### src/hdl/pfc_pkg.sv
// ----------------------------------------------------------------------------
// pfc_pkg
// Shared constants and types of the packet frame codec.
// ----------------------------------------------------------------------------
`default_nettype none

package pfc_pkg;

    localparam int PACKET_BYTES = 12;
    localparam int IDX_W        = $clog2(PACKET_BYTES);
    localparam int NIB_W        = 4;

    localparam logic [IDX_W-1:0] POS_LAST = IDX_W'(PACKET_BYTES - 1);
    localparam logic [NIB_W-1:0] PTR_MAX  = NIB_W'(PACKET_BYTES - 2);

    localparam logic [7:0] END_MARK   = 8'hEE;
    localparam logic [7:0] HI_NIB     = 8'hF0;
    localparam logic [7:0] LO_NIB     = 8'h0F;
    localparam logic [7:0] IDENT_BIT  = 8'h04;
    localparam logic [7:0] PARITY_BIT = 8'h08;

    localparam logic OP_ENCODE = 1'b0;
    localparam logic OP_DECODE = 1'b1;

    typedef logic [PACKET_BYTES-1:0][7:0] t_bytes;

    typedef struct packed {
        logic       opcode;
        logic       ident_in;
        logic [7:0] in_byte;
    } t_in_req;

    typedef struct packed {
        logic [7:0] out_byte;
        logic       last_byte;
        logic       frame_error;
        logic       ident_out;
    } t_out_req;

    typedef struct packed {
        logic   mode;
        logic   ident;
        t_bytes bytes;
    } t_pkt;

    typedef struct packed {
        logic valid;
        t_pkt pkt;
    } t_pkt_xfer;

    typedef enum logic [2:0] {
        BK_IDLE,
        BK_ENC_SCAN,
        BK_ENC_PAR,
        BK_DEC_CHECK,
        BK_DEC_WALK,
        BK_DEC_FIX,
        BK_EMIT
    } t_back_state;

endpackage

`default_nettype wire

### src/hdl/pfc_front.sv
// ----------------------------------------------------------------------------
// pfc_front
// Collects the bytes of one packet and hands the full packet to the queue.
// ----------------------------------------------------------------------------
`default_nettype none

module pfc_front (
    input  wire               i_clk,
    input  wire               i_rst_n,
    input  wire               i_in_valid,
    input  pfc_pkg::t_in_req  i_in_req,
    output logic              o_in_stall,
    input  wire               i_q_full,
    output pfc_pkg::t_pkt_xfer o_push
);
    import pfc_pkg::*;

    logic [IDX_W-1:0] r_pos;
    logic             r_mode;
    logic             r_ident;
    t_bytes           r_bytes;
    logic             w_accept;
    logic             w_at_last;

    assign w_at_last  = (r_pos == POS_LAST);
    // Only the closing byte needs room in the queue.
    assign o_in_stall = w_at_last && i_q_full;
    assign w_accept   = i_in_valid && !o_in_stall;

    always_comb begin
        o_push.valid              = w_accept && w_at_last;
        o_push.pkt.mode           = r_mode;
        o_push.pkt.ident          = r_ident;
        o_push.pkt.bytes          = r_bytes;
        o_push.pkt.bytes[POS_LAST] = i_in_req.in_byte;
    end

    always_ff @(posedge i_clk) begin
        if (!i_rst_n) begin
            r_pos   <= '0;
            r_mode  <= 1'b0;
            r_ident <= 1'b0;
        end else if (w_accept) begin
            if (w_at_last) begin
                r_pos <= '0;
            end else begin
                r_pos <= r_pos + IDX_W'(1);
            end
            if (r_pos == '0) begin
                r_mode  <= i_in_req.opcode;
                r_ident <= i_in_req.ident_in;
            end
        end
    end

    always_ff @(posedge i_clk) begin
        if (w_accept) begin
            r_bytes[r_pos] <= i_in_req.in_byte;
        end
    end

endmodule

`default_nettype wire

### src/hdl/pfc_queue.sv
// ----------------------------------------------------------------------------
// pfc_queue
// Two-entry packet queue between the collector and the processing engine.
// ----------------------------------------------------------------------------
`default_nettype none

module pfc_queue (
    input  wire                i_clk,
    input  wire                i_rst_n,
    input  pfc_pkg::t_pkt_xfer i_push,
    output logic               o_full,
    input  wire                i_pop,
    output pfc_pkg::t_pkt_xfer o_head
);
    import pfc_pkg::*;

    t_pkt       r_mem [2];
    logic       r_wr;
    logic       r_rd;
    logic [1:0] r_cnt;
    logic       w_pop;

    assign o_full      = (r_cnt == 2'd2);
    assign o_head.valid = (r_cnt != 2'd0);
    assign o_head.pkt   = r_mem[r_rd];
    assign w_pop       = i_pop && o_head.valid;

    always_ff @(posedge i_clk) begin
        if (!i_rst_n) begin
            r_wr  <= 1'b0;
            r_rd  <= 1'b0;
            r_cnt <= 2'd0;
        end else begin
            if (i_push.valid) begin
                r_wr <= !r_wr;
            end
            if (w_pop) begin
                r_rd <= !r_rd;
            end
            if (i_push.valid && !w_pop) begin
                r_cnt <= r_cnt + 2'd1;
            end else if (!i_push.valid && w_pop) begin
                r_cnt <= r_cnt - 2'd1;
            end
        end
    end

    always_ff @(posedge i_clk) begin
        if (i_push.valid) begin
            r_mem[r_wr] <= i_push.pkt;
        end
    end

endmodule

`default_nettype wire

### src/hdl/pfc_back.sv
// ----------------------------------------------------------------------------
// pfc_back
// Encodes or decodes one queued packet step by step, then emits its bytes.
// ----------------------------------------------------------------------------
`default_nettype none

module pfc_back (
    input  wire                i_clk,
    input  wire                i_rst_n,
    input  pfc_pkg::t_pkt_xfer i_head,
    output logic               o_pop,
    output logic               o_out_valid,
    output pfc_pkg::t_out_req  o_out_req,
    input  wire                i_out_stall
);
    import pfc_pkg::*;

    t_back_state      r_state, n_state;
    t_bytes           r_work,  n_work;
    logic [NIB_W-1:0] r_idx,   n_idx;
    logic [NIB_W-1:0] r_prev,  n_prev;
    logic [NIB_W-1:0] r_link,  n_link;
    logic [IDX_W-1:0] r_cnt,   n_cnt;
    logic             r_err,   n_err;
    logic             r_ident, n_ident;
    logic             r_oid,   n_oid;
    logic [7:0]       w_cur;
    logic [NIB_W-1:0] w_cur_ptr;
    logic             w_parity;

    assign w_cur     = r_work[r_idx[IDX_W-1:0]];
    assign w_cur_ptr = w_cur[7:4];
    assign w_parity  = ^r_work;

    assign o_out_valid           = (r_state == BK_EMIT);
    assign o_out_req.out_byte    = r_work[0];
    assign o_out_req.last_byte   = (r_cnt == POS_LAST);
    assign o_out_req.frame_error = r_err;
    assign o_out_req.ident_out   = r_oid;

    always_comb begin
        n_state = r_state;
        n_work  = r_work;
        n_idx   = r_idx;
        n_prev  = r_prev;
        n_link  = r_link;
        n_cnt   = r_cnt;
        n_err   = r_err;
        n_ident = r_ident;
        n_oid   = r_oid;
        o_pop   = 1'b0;
        case (r_state)
            BK_IDLE: begin
                if (i_head.valid) begin
                    o_pop   = 1'b1;
                    n_work  = i_head.pkt.bytes;
                    n_ident = i_head.pkt.ident;
                    n_err   = 1'b0;
                    n_cnt   = '0;
                    if (i_head.pkt.mode == OP_ENCODE) begin
                        n_work[0] = i_head.pkt.bytes[0]
                                    | (i_head.pkt.ident ? IDENT_BIT : 8'h00);
                        n_work[POS_LAST] = END_MARK;
                        n_idx   = NIB_W'(1);
                        n_link  = '0;
                        n_state = BK_ENC_SCAN;
                    end else begin
                        n_state = BK_DEC_CHECK;
                    end
                end
            end
            BK_ENC_SCAN: begin
                if (w_cur == END_MARK) begin
                    n_work[r_idx[IDX_W-1:0]] = 8'h00;
                    if (r_link == '0) begin
                        n_work[0] = r_work[0] | {r_idx, 4'h0};
                    end else begin
                        n_work[r_link[IDX_W-1:0]] = {r_idx, 4'h0};
                    end
                    n_link = r_idx;
                end
                if (r_idx == PTR_MAX) begin
                    n_state = BK_ENC_PAR;
                end else begin
                    n_idx = r_idx + NIB_W'(1);
                end
            end
            BK_ENC_PAR: begin
                if (w_parity) begin
                    n_work[0] = r_work[0] ^ PARITY_BIT;
                end
                n_oid   = r_ident;
                n_state = BK_EMIT;
            end
            BK_DEC_CHECK: begin
                if (w_parity || (r_work[POS_LAST] != END_MARK)) begin
                    n_err   = 1'b1;
                    n_oid   = 1'b0;
                    n_state = BK_EMIT;
                end else begin
                    n_idx   = r_work[0][7:4];
                    n_prev  = '0;
                    n_state = BK_DEC_WALK;
                end
            end
            BK_DEC_WALK: begin
                if (r_idx == '0) begin
                    n_idx   = r_work[0][7:4];
                    n_state = BK_DEC_FIX;
                end else if ((r_idx <= r_prev) || (r_idx > PTR_MAX)) begin
                    n_err   = 1'b1;
                    n_oid   = 1'b0;
                    n_state = BK_EMIT;
                end else begin
                    n_prev = r_idx;
                    n_idx  = w_cur_ptr;
                end
            end
            BK_DEC_FIX: begin
                if (r_idx == '0) begin
                    n_oid   = |(r_work[0] & IDENT_BIT);
                    n_state = BK_EMIT;
                end else begin
                    n_work[r_idx[IDX_W-1:0]] = END_MARK;
                    n_idx = w_cur_ptr;
                end
            end
            BK_EMIT: begin
                if (!i_out_stall) begin
                    n_work = r_work >> 8;
                    if (r_cnt == POS_LAST) begin
                        n_state = BK_IDLE;
                    end else begin
                        n_cnt = r_cnt + IDX_W'(1);
                    end
                end
            end
            default: begin
                n_state = BK_IDLE;
            end
        endcase
    end

    always_ff @(posedge i_clk) begin
        if (!i_rst_n) begin
            r_state <= BK_IDLE;
            r_cnt   <= '0;
        end else begin
            r_state <= n_state;
            r_cnt   <= n_cnt;
        end
    end

    always_ff @(posedge i_clk) begin
        r_work  <= n_work;
        r_idx   <= n_idx;
        r_prev  <= n_prev;
        r_link  <= n_link;
        r_err   <= n_err;
        r_ident <= n_ident;
        r_oid   <= n_oid;
    end

endmodule

`default_nettype wire

### src/hdl/packet_frame_codec.sv
// ----------------------------------------------------------------------------
// packet_frame_codec
// Fixed-length packet framer: pointer-chain byte stuffing with even parity.
// ----------------------------------------------------------------------------
// The input channel carries one packet byte per request, positions 0 to 11
// in order. The opcode (encode or decode) and the identifier bit are taken
// from the request at position 0. No result appears until the twelfth byte
// of a packet has been taken; then the packet is processed and twelve result
// requests follow on the output channel, the last one flagged by last_byte.
// A collector gathers bytes into a holding register, a two-entry packet
// queue decouples it from the processing engine, and the engine works on
// one packet at a time. Encoding runs a load step, a pointer scan over
// positions 1 to 10 and a parity step; decoding runs a load step, a check
// step, then the chain check and the restore walk, and stops early on a
// bad frame. The engine takes a new packet from the queue only after the
// last result request of the previous packet has been taken.
// While the engine works, the collector keeps taking the next packets until
// the queue is full; it then stalls only on the closing byte of a packet.
// A stalled output holds its request; the engine simply waits. Reset empties
// the queue, returns the collector to position 0 and idles the engine.
// ----------------------------------------------------------------------------
`default_nettype none

module packet_frame_codec (
    input  wire               i_clk,
    input  wire               i_rst_n,
    input  wire               i_in_valid,
    input  pfc_pkg::t_in_req  i_in_req,
    output logic              o_in_stall,
    output logic              o_out_valid,
    output pfc_pkg::t_out_req o_out_req,
    input  wire               i_out_stall
);
    import pfc_pkg::*;

    t_pkt_xfer w_push;
    t_pkt_xfer w_head;
    logic      w_full;
    logic      w_pop;

    // Collector: assembles one packet, latching mode and identifier.
    pfc_front u_front (
        .i_clk      (i_clk),
        .i_rst_n    (i_rst_n),
        .i_in_valid (i_in_valid),
        .i_in_req   (i_in_req),
        .o_in_stall (o_in_stall),
        .i_q_full   (w_full),
        .o_push     (w_push)
    );

    // Packet queue: lets the collector run ahead of the engine.
    pfc_queue u_queue (
        .i_clk   (i_clk),
        .i_rst_n (i_rst_n),
        .i_push  (w_push),
        .o_full  (w_full),
        .i_pop   (w_pop),
        .o_head  (w_head)
    );

    // Engine: pointer scan, parity, chain check and restore, byte output.
    pfc_back u_back (
        .i_clk       (i_clk),
        .i_rst_n     (i_rst_n),
        .i_head      (w_head),
        .o_pop       (w_pop),
        .o_out_valid (o_out_valid),
        .o_out_req   (o_out_req),
        .i_out_stall (i_out_stall)
    );

endmodule

`default_nettype wire

### config.mk
export PLATFORM = sky130hd
export DESIGN_NAME = packet_frame_codec
export DESIGN_NICKNAME = d
export VERILOG_FILES = /design/src/hdl/pfc_pkg.sv /design/src/hdl/pfc_front.sv /design/src/hdl/pfc_queue.sv /design/src/hdl/pfc_back.sv /design/src/hdl/packet_frame_codec.sv
export SDC_FILE = /design/constraint.sdc
export NUM_CORES = 1
export LEC_CHECK = 0
export ABC_AREA = 1
export BUFFER_PORTS_ARGS = -buffer_cell sky130_fd_sc_hd__buf_2
export CORE_UTILIZATION = 35
export DETAILED_ROUTE_END_ITERATION = 10
export PLACE_DENSITY = 0.51
export SLEW_MARGIN = 20
export SYNTH_ARGS = -nofsm -noshare
export SYNTH_HDL_FRONTEND = slang
export SYNTH_SLANG_ARGS = --single-unit
### constraint.sdc
create_clock -name i_clk -period 7 [get_ports i_clk]
set_input_delay 1.05 -clock i_clk [delete_from_list [all_inputs] [get_ports i_clk]]
set_output_delay 1.05 -clock i_clk [all_outputs]
set_load 0.01 [all_outputs]
-- Yosys cells after proc, flatten, opt, wreduce, memory -nomap -nowiden
Memory sizes are Yosys's and may differ from the RTL's. A register that Yosys moved wholly into a read port is not among the register bits.
Index checks and enable logic that the tools add are counted.
W data, S select, Z words.
- output and inout port bits: 13
- memories: 1
- bits in read-only memories: 0
- logic and storage cells: 206
- RAM bits: 196
- bits in latches: 0
- bits in registers: 224
- memory list (name ; depth ; bits a word ; rd ports ; clocked after memory_dff ; wr ports ; line ; text):
    u_queue.r_mem ; 2 ; 98 ; 1 ; 1 ; 1 ; pfc_queue.sv:17 ; t_pkt r_mem [2];
- reduce and logical (&&, ||, !) cells: 43
- shift operators: 0
- bitwise operators: 9
- div/mod/pow operators: 0
- order comparisons: 8
- add/sub/neg operators: 5
- eq/ne operators: 30
- $mul: 0
- mux-type cells: 71
- operators with widths (operator ; count):
    $mux W96 ; 4
    $pmux W88 S4 ; 1
    $bwmux W96 ; 2
    $and A96 B96 Y96 ; 1
    $demux W8 S4 ; 3
    $not A96 Y96 ; 1
    $reduce_xor A96 Y1 ; 1
    $mux W88 ; 1
    $mux W4 ; 18
    $or A72 B72 Y72 ; 1
    $mux W8 ; 7
    $pmux W8 S5 ; 1
    $bmux W8 S4 ; 1
    $and A24 B24 Y24 ; 1
    $mux W3 ; 8
    $not A24 Y24 ; 1
    $pmux W4 S2 ; 3
    $pmux W3 S7 ; 1
    $pmux W4 S5 ; 1
    $ne A2 B2 Y1 const B ; 9
    $reduce_and A6 Y1 ; 3
    $or A8 B8 Y8 ; 2
    $lt A4 B5 Y1 const B ; 3
    $reduce_and A5 Y1 ; 3
    other kinds (33) ; 89

-- Depth between registers and ports, before layout
- depth in word-level cells: 10
- depth in mapped cells: 21
- depth with buffers taken out: 21

-- Hierarchy
From an unflattened synthesis, not the netlist that was laid out.
- cells, all modules: 2111
- area total of the unflattened synthesis: 21106.5 um^2
- by module, submodules not included (module ; seq. area each (um^2) ; instances ; cells each ; area an instance (um^2)):
    pfc_back ; 3473.3 ; 1 ; 1592 ; 10500.1
    pfc_queue ; 5985.7 ; 1 ; 341 ; 7379.6
    pfc_front ; 2762.6 ; 1 ; 178 ; 3226.8

-- Least setup slack after synthesis
OpenSTA, ideal clock, no wires.
- path type: input -> register
- start: input i_in_valid
- end: memory u_queue.r_mem[1][0] (netlist name), enable pin
- slack: 758 ps
- path buffers: 0
- library setup time: 557 ps
- cell stages on the path: 6
- required time: 6443 ps
- data arrival time: 5685 ps
- cell sequence: inv_1 > nor2_1 > inv_1 > nor2_1 > inv_1 > nor2_1
- RTL lines (element ; line ; text):
    start: declaration ; packet_frame_codec.sv:27 ; input wire i_in_valid,
    end: declaration ; pfc_queue.sv:17 ;

==> run summary <==
The run finished with clean final reports. The proportion of layout cells with a drive suffix above 1 came out at 9.372%. Tracing the worst setup path back leads to its startpoint at u_back.r_state[0].

The start point of the worst hold path is u_front.o_push[3]. The average cell area after synthesis is 9.998 sq um. Setup repair after global routing left no endpoint under its margin. The reg-to-reg startpoint is u_back.r_state[0]. The deepest level of the CTS H-tree came out at 2.

The height of the chip is 242.7 um. Ranked by total cell area, the synthesized netlist is headed by sky130_fd_sc_hd__edfxtp_1 59%, sky130_fd_sc_hd__nand2_1 9.8%, sky130_fd_sc_hd__o21ai_0 4.5%, sky130_fd_sc_hd__inv_1 3.9%, sky130_fd_sc_hd__nor2_1 2.4%. The via count of the first global-routing pass is 14,090. The worst endpoint required time is 7.42 ns. TritonCTS built the clock tree. The count of cells resized by post-cts repair came out at 0.

The remaining number of nets flagged by the antenna check after routing is 0. The count of routing violations after the opening detailed-route iteration is 1,401. Among all flip-flop cells after synthesis, the most frequent one is sky130_fd_sc_hd__edfxtp_1. The synthesis-stage register bit count came out at 413.

The HPWL after detailed placement is 42,230 um. The category of the most critical setup path is reg -> reg. The peak supply drop is 0.1985 mV.

After the last flow step, the layout net total stands at 2,071. In this run, synthesis inferred 395 flip-flops with an integrated enable. The max-slew violation count came out at 0. The number of antenna diodes in the final layout is 0. The total wire length after detailed routing is 61,520 um. The count of final hold-check violations came out at 0.

The clock-pin slew reported for the worst setup and hold paths after clock tree synthesis is 0.06 ns. The largest area contributor in the netlist is sky130_fd_sc_hd__edfxtp_1. The max-cap violation count is 0. The share of the core filled with cells came out at 39.81%. The fraction of the cycle the final worst path needs is 61.63%.

The initial antenna violation count is 0. The floorplan step set the die width to 242.7 um. The number of buffers between clock root and the deepest sink came out at 3. The share of synthesized registers carrying an async set or reset came out at 0%. At the end of routability-driven placement, the weighted congestion stood at 0.9061.

Setup violations remaining at the end of the flow were counted as 0. The largest net degree at the start of global routing came out at 86. The number of clock buffers inserted by TritonCTS is 45.

The kind of end point of the critical path is a flop. The routed via count divided by cell count is 5.262. The sum of negative setup slack came out at 0 ns. The maximum fanout along the worst path came out at 23. The placed standard-cell area came out at 21,190 sq um. Prior to clock tree synthesis, the placed netlist has a worst setup slack of 2.900 ns. The final critical path time including I/O delays and setup is 4.314 ns. In the global route stage, overall resource usage came out at 20.82%. The data arrival time of the critical path is 4.74 ns. Based on the critical path, the design can be clocked at up to 0.2318 GHz. Port buffering added 26 buffers.

The slew at the pin closest to its max-slew limit came out at 1.086 ns. Compared with the post-synthesis result, the final layout area differs by 11.58%. The vias after detailed routing is 14,870. The clock latency of the later-clocked register in the worst-skew pair is 0.60 ns. The number of top-level pins is 27.

The number of sinks driven by the clock tree is 413. The wire length of the first global-routing pass came out at 91,980 um. The tightest min-delay check is of the reg -> reg type. The design area is 22,620 sq um. The post-route worst hold slack is 0.4281 ns. The total congestion overflow after global routing came out at 0. Counting the fill cells in the layout gives 5,532. For this run, the detailed router's first-pass iteration total came to 5.

The maximum clock skew at final layout is 0.03557 ns. The final cell count without fillers is 2,826. The total leakage power is 8.586 nW.

The average wire length per cell after detail routing is 21.77 um. After layout, the design draws a total of 11.14 mW. CTS placed an instance of sky130_fd_sc_hd__clkbuf_16 at the clock tree root. The hold-fix buffer count after cts came out at 0. The number of standard-cell rows in the floorplan is 87.

Summed over its instances, the top area cell type makes up 58.50% of the synthesized netlist area. The number of different library cells used by synthesis comes to 45. The total number of yosys warnings is 0. The floorplan die area came out at 58,900 sq um. The worst-case setup margin in the final layout is 2.686 ns.

The sequential area share after synthesis is 60.28%. The post-synthesis instance total is 2,028. Once the clock tree was built, the setup fixing pass inserted 0 buffers.

The number of nets handed over by synthesis was 2,064. The effective utilization at floorplan is 35.68%. The relative slew slack came out at 27.35%. The power per cell area came out at 492.6 nW/um^2. The DRC violations left came out at 0. The nature of the critical path startpoint is a flop. The mapped cell area is 20,280 sq um. The core region is 56,820 sq um. After detailed placement, the design holds a cell count of 2,744.
## worst max-delay path, cell delays in order, from the launching register on
cell and delay (ns):
sky130_fd_sc_hd__dfxtp_1 0.47, sky130_fd_sc_hd__ha_1 0.63, sky130_fd_sc_hd__inv_1 0.10, sky130_fd_sc_hd__nor2_1 0.75, sky130_fd_sc_hd__inv_1 0.70, sky130_fd_sc_hd__nor2_1 1.02
sky130_fd_sc_hd__a221oi_1 0.21, sky130_fd_sc_hd__a32oi_1 0.24
## flip-flops by register name, summed over array words and instances (netlist names), 2 cells and up, named ones only
name,cells
u_back.o_out_req,8
u_back.r_cnt,4
u_back.r_idx,4
u_back.r_link,4
u_back.r_prev,4
u_back.r_state,3
u_back.r_work,88
u_front.o_push,88
u_front.r_pos,4
u_queue.r_cnt,2
u_queue.r_mem,196
## where the power goes
group,internal [mW],switching (mW)
sequential,3.34,0.575
clock,1.32,1.02
combinational,1.49,3.40
total,6.15,4.99
## cell usage after synthesis, types with 2 or more instances
cell and number:
sky130_fd_sc_hd__a32oi_1 21, sky130_fd_sc_hd__nor4_2 2, sky130_fd_sc_hd__o21ai_1 12, sky130_fd_sc_hd__nand2_1 531
sky130_fd_sc_hd__nor2_4 4, sky130_fd_sc_hd__o22ai_1 8, sky130_fd_sc_hd__a31oi_1 3, sky130_fd_sc_hd__buf_1 7
sky130_fd_sc_hd__nand3_2 4, sky130_fd_sc_hd__o31ai_1 2, sky130_fd_sc_hd__nand4_1 9, sky130_fd_sc_hd__buf_2 14
sky130_fd_sc_hd__a211oi_1 2, sky130_fd_sc_hd__dfxtp_1 18, sky130_fd_sc_hd__or2_2 34, sky130_fd_sc_hd__nand3_1 34
sky130_fd_sc_hd__a221oi_1 13, sky130_fd_sc_hd__edfxtp_1 395, sky130_fd_sc_hd__o211ai_1 37, sky130_fd_sc_hd__a21oi_2 2
sky130_fd_sc_hd__nor3_1 24, sky130_fd_sc_hd__nor2_1 128, sky130_fd_sc_hd__nand2_2 8, sky130_fd_sc_hd__a21oi_1 76
sky130_fd_sc_hd__a22oi_1 5, sky130_fd_sc_hd__xnor2_1 31, sky130_fd_sc_hd__o311ai_0 4, sky130_fd_sc_hd__inv_1 211
sky130_fd_sc_hd__o2111ai_1 34, sky130_fd_sc_hd__o21ai_0 183, sky130_fd_sc_hd__xor2_1 24, sky130_fd_sc_hd__nor2_2 6
sky130_fd_sc_hd__nand3b_1 3, sky130_fd_sc_hd__clkbuf_1 50, sky130_fd_sc_hd__inv_2 5, sky130_fd_sc_hd__buf_4 14
sky130_fd_sc_hd__mux2i_1 9, sky130_fd_sc_hd__ha_1 22, sky130_fd_sc_hd__o221ai_1 33
## cell type report
type	count	area (sq um)	share of cell area, %
Tap cell	756	945.9	4.181
Multi-Input combinational cell	1312	6895	30.48
Timing Repair Buffer	47	312.8	1.383
Clock buffer	51	1170	5.171
Clock inverter	31	262.8	1.161
Sequential cell	413	12230	54.04
Inverter	216	810.8	3.584
## cell families (layout without fill, tap and decap cells)
group / Yosys count / count (layout) / share of synthesized area (%)
simple gates: 789 / 789 / 16.11
compound gates: 437 / 437 / 13.43
flops: 413 / 413 / 60.28
buf+inv: 303 / 345 / 5.998
xor+xnor: 55 / 55 / 2.376
fa+ha+maj: 22 / 22 / 1.358
mux: 9 / 9 / 0.4443
## cells in the final DEF (no fill, tap or decap), types with 4 or more instances in the layout
cell	synthesis	layout
sky130_fd_sc_hd__nor2_1	128	124
sky130_fd_sc_hd__nand3_1	34	34
sky130_fd_sc_hd__nand2_1	531	530
sky130_fd_sc_hd__a221oi_1	13	13
sky130_fd_sc_hd__nand2_2	8	9
sky130_fd_sc_hd__nor3_1	24	19
sky130_fd_sc_hd__xnor2_1	31	31
sky130_fd_sc_hd__a21oi_1	76	76
sky130_fd_sc_hd__clkbuf_1	50	5
sky130_fd_sc_hd__edfxtp_1	395	395
sky130_fd_sc_hd__inv_1	211	211
sky130_fd_sc_hd__clkinv_2	0	15
sky130_fd_sc_hd__o211ai_1	37	37
sky130_fd_sc_hd__inv_2	5	5
sky130_fd_sc_hd__nor2_4	4	8
sky130_fd_sc_hd__nor3_2	0	5
sky130_fd_sc_hd__ha_1	22	22
sky130_fd_sc_hd__o21ai_1	12	12
sky130_fd_sc_hd__buf_4	14	19
sky130_fd_sc_hd__o22ai_1	8	8
sky130_fd_sc_hd__xor2_1	24	24
sky130_fd_sc_hd__nand4_1	9	9
sky130_fd_sc_hd__clkbuf_16	0	46
sky130_fd_sc_hd__nand3_2	4	4
sky130_fd_sc_hd__buf_2	14	26
sky130_fd_sc_hd__nor2_2	6	6
sky130_fd_sc_hd__o311ai_0	4	4
sky130_fd_sc_hd__o2111ai_1	34	34
sky130_fd_sc_hd__clkinv_1	0	7
sky130_fd_sc_hd__or2_2	34	34
sky130_fd_sc_hd__a32oi_1	21	21
sky130_fd_sc_hd__dfxtp_1	18	17
sky130_fd_sc_hd__a22oi_1	5	5
sky130_fd_sc_hd__mux2i_1	9	9
sky130_fd_sc_hd__o21ai_0	183	183
sky130_fd_sc_hd__o221ai_1	33	33
## layer usage
layer	GRT usage [%]	vias to the layer above	part of all wire (%)	routed length [um]
met5	0	-	0	0
met4	5.623	0	2.3	1392
met3	2.875	90	5.4	3316
met2	32.35	492	45	27570
met1	30.33	7198	48	29240
li1	-	7091	-	-
## final timing paths
check / end / slack [ns] / depth (start not counted)
worst max-delay path: u_back.r_work[12] / 2.69 / 7
worst min-delay path: u_queue.r_mem[1][3] / 0.43 / 0
worst max register to register: u_back.r_work[12] / 2.69 / 7
worst min register to register: u_queue.r_mem[1][3] / 0.43 / 0
(Power assumes the default switching activity.)
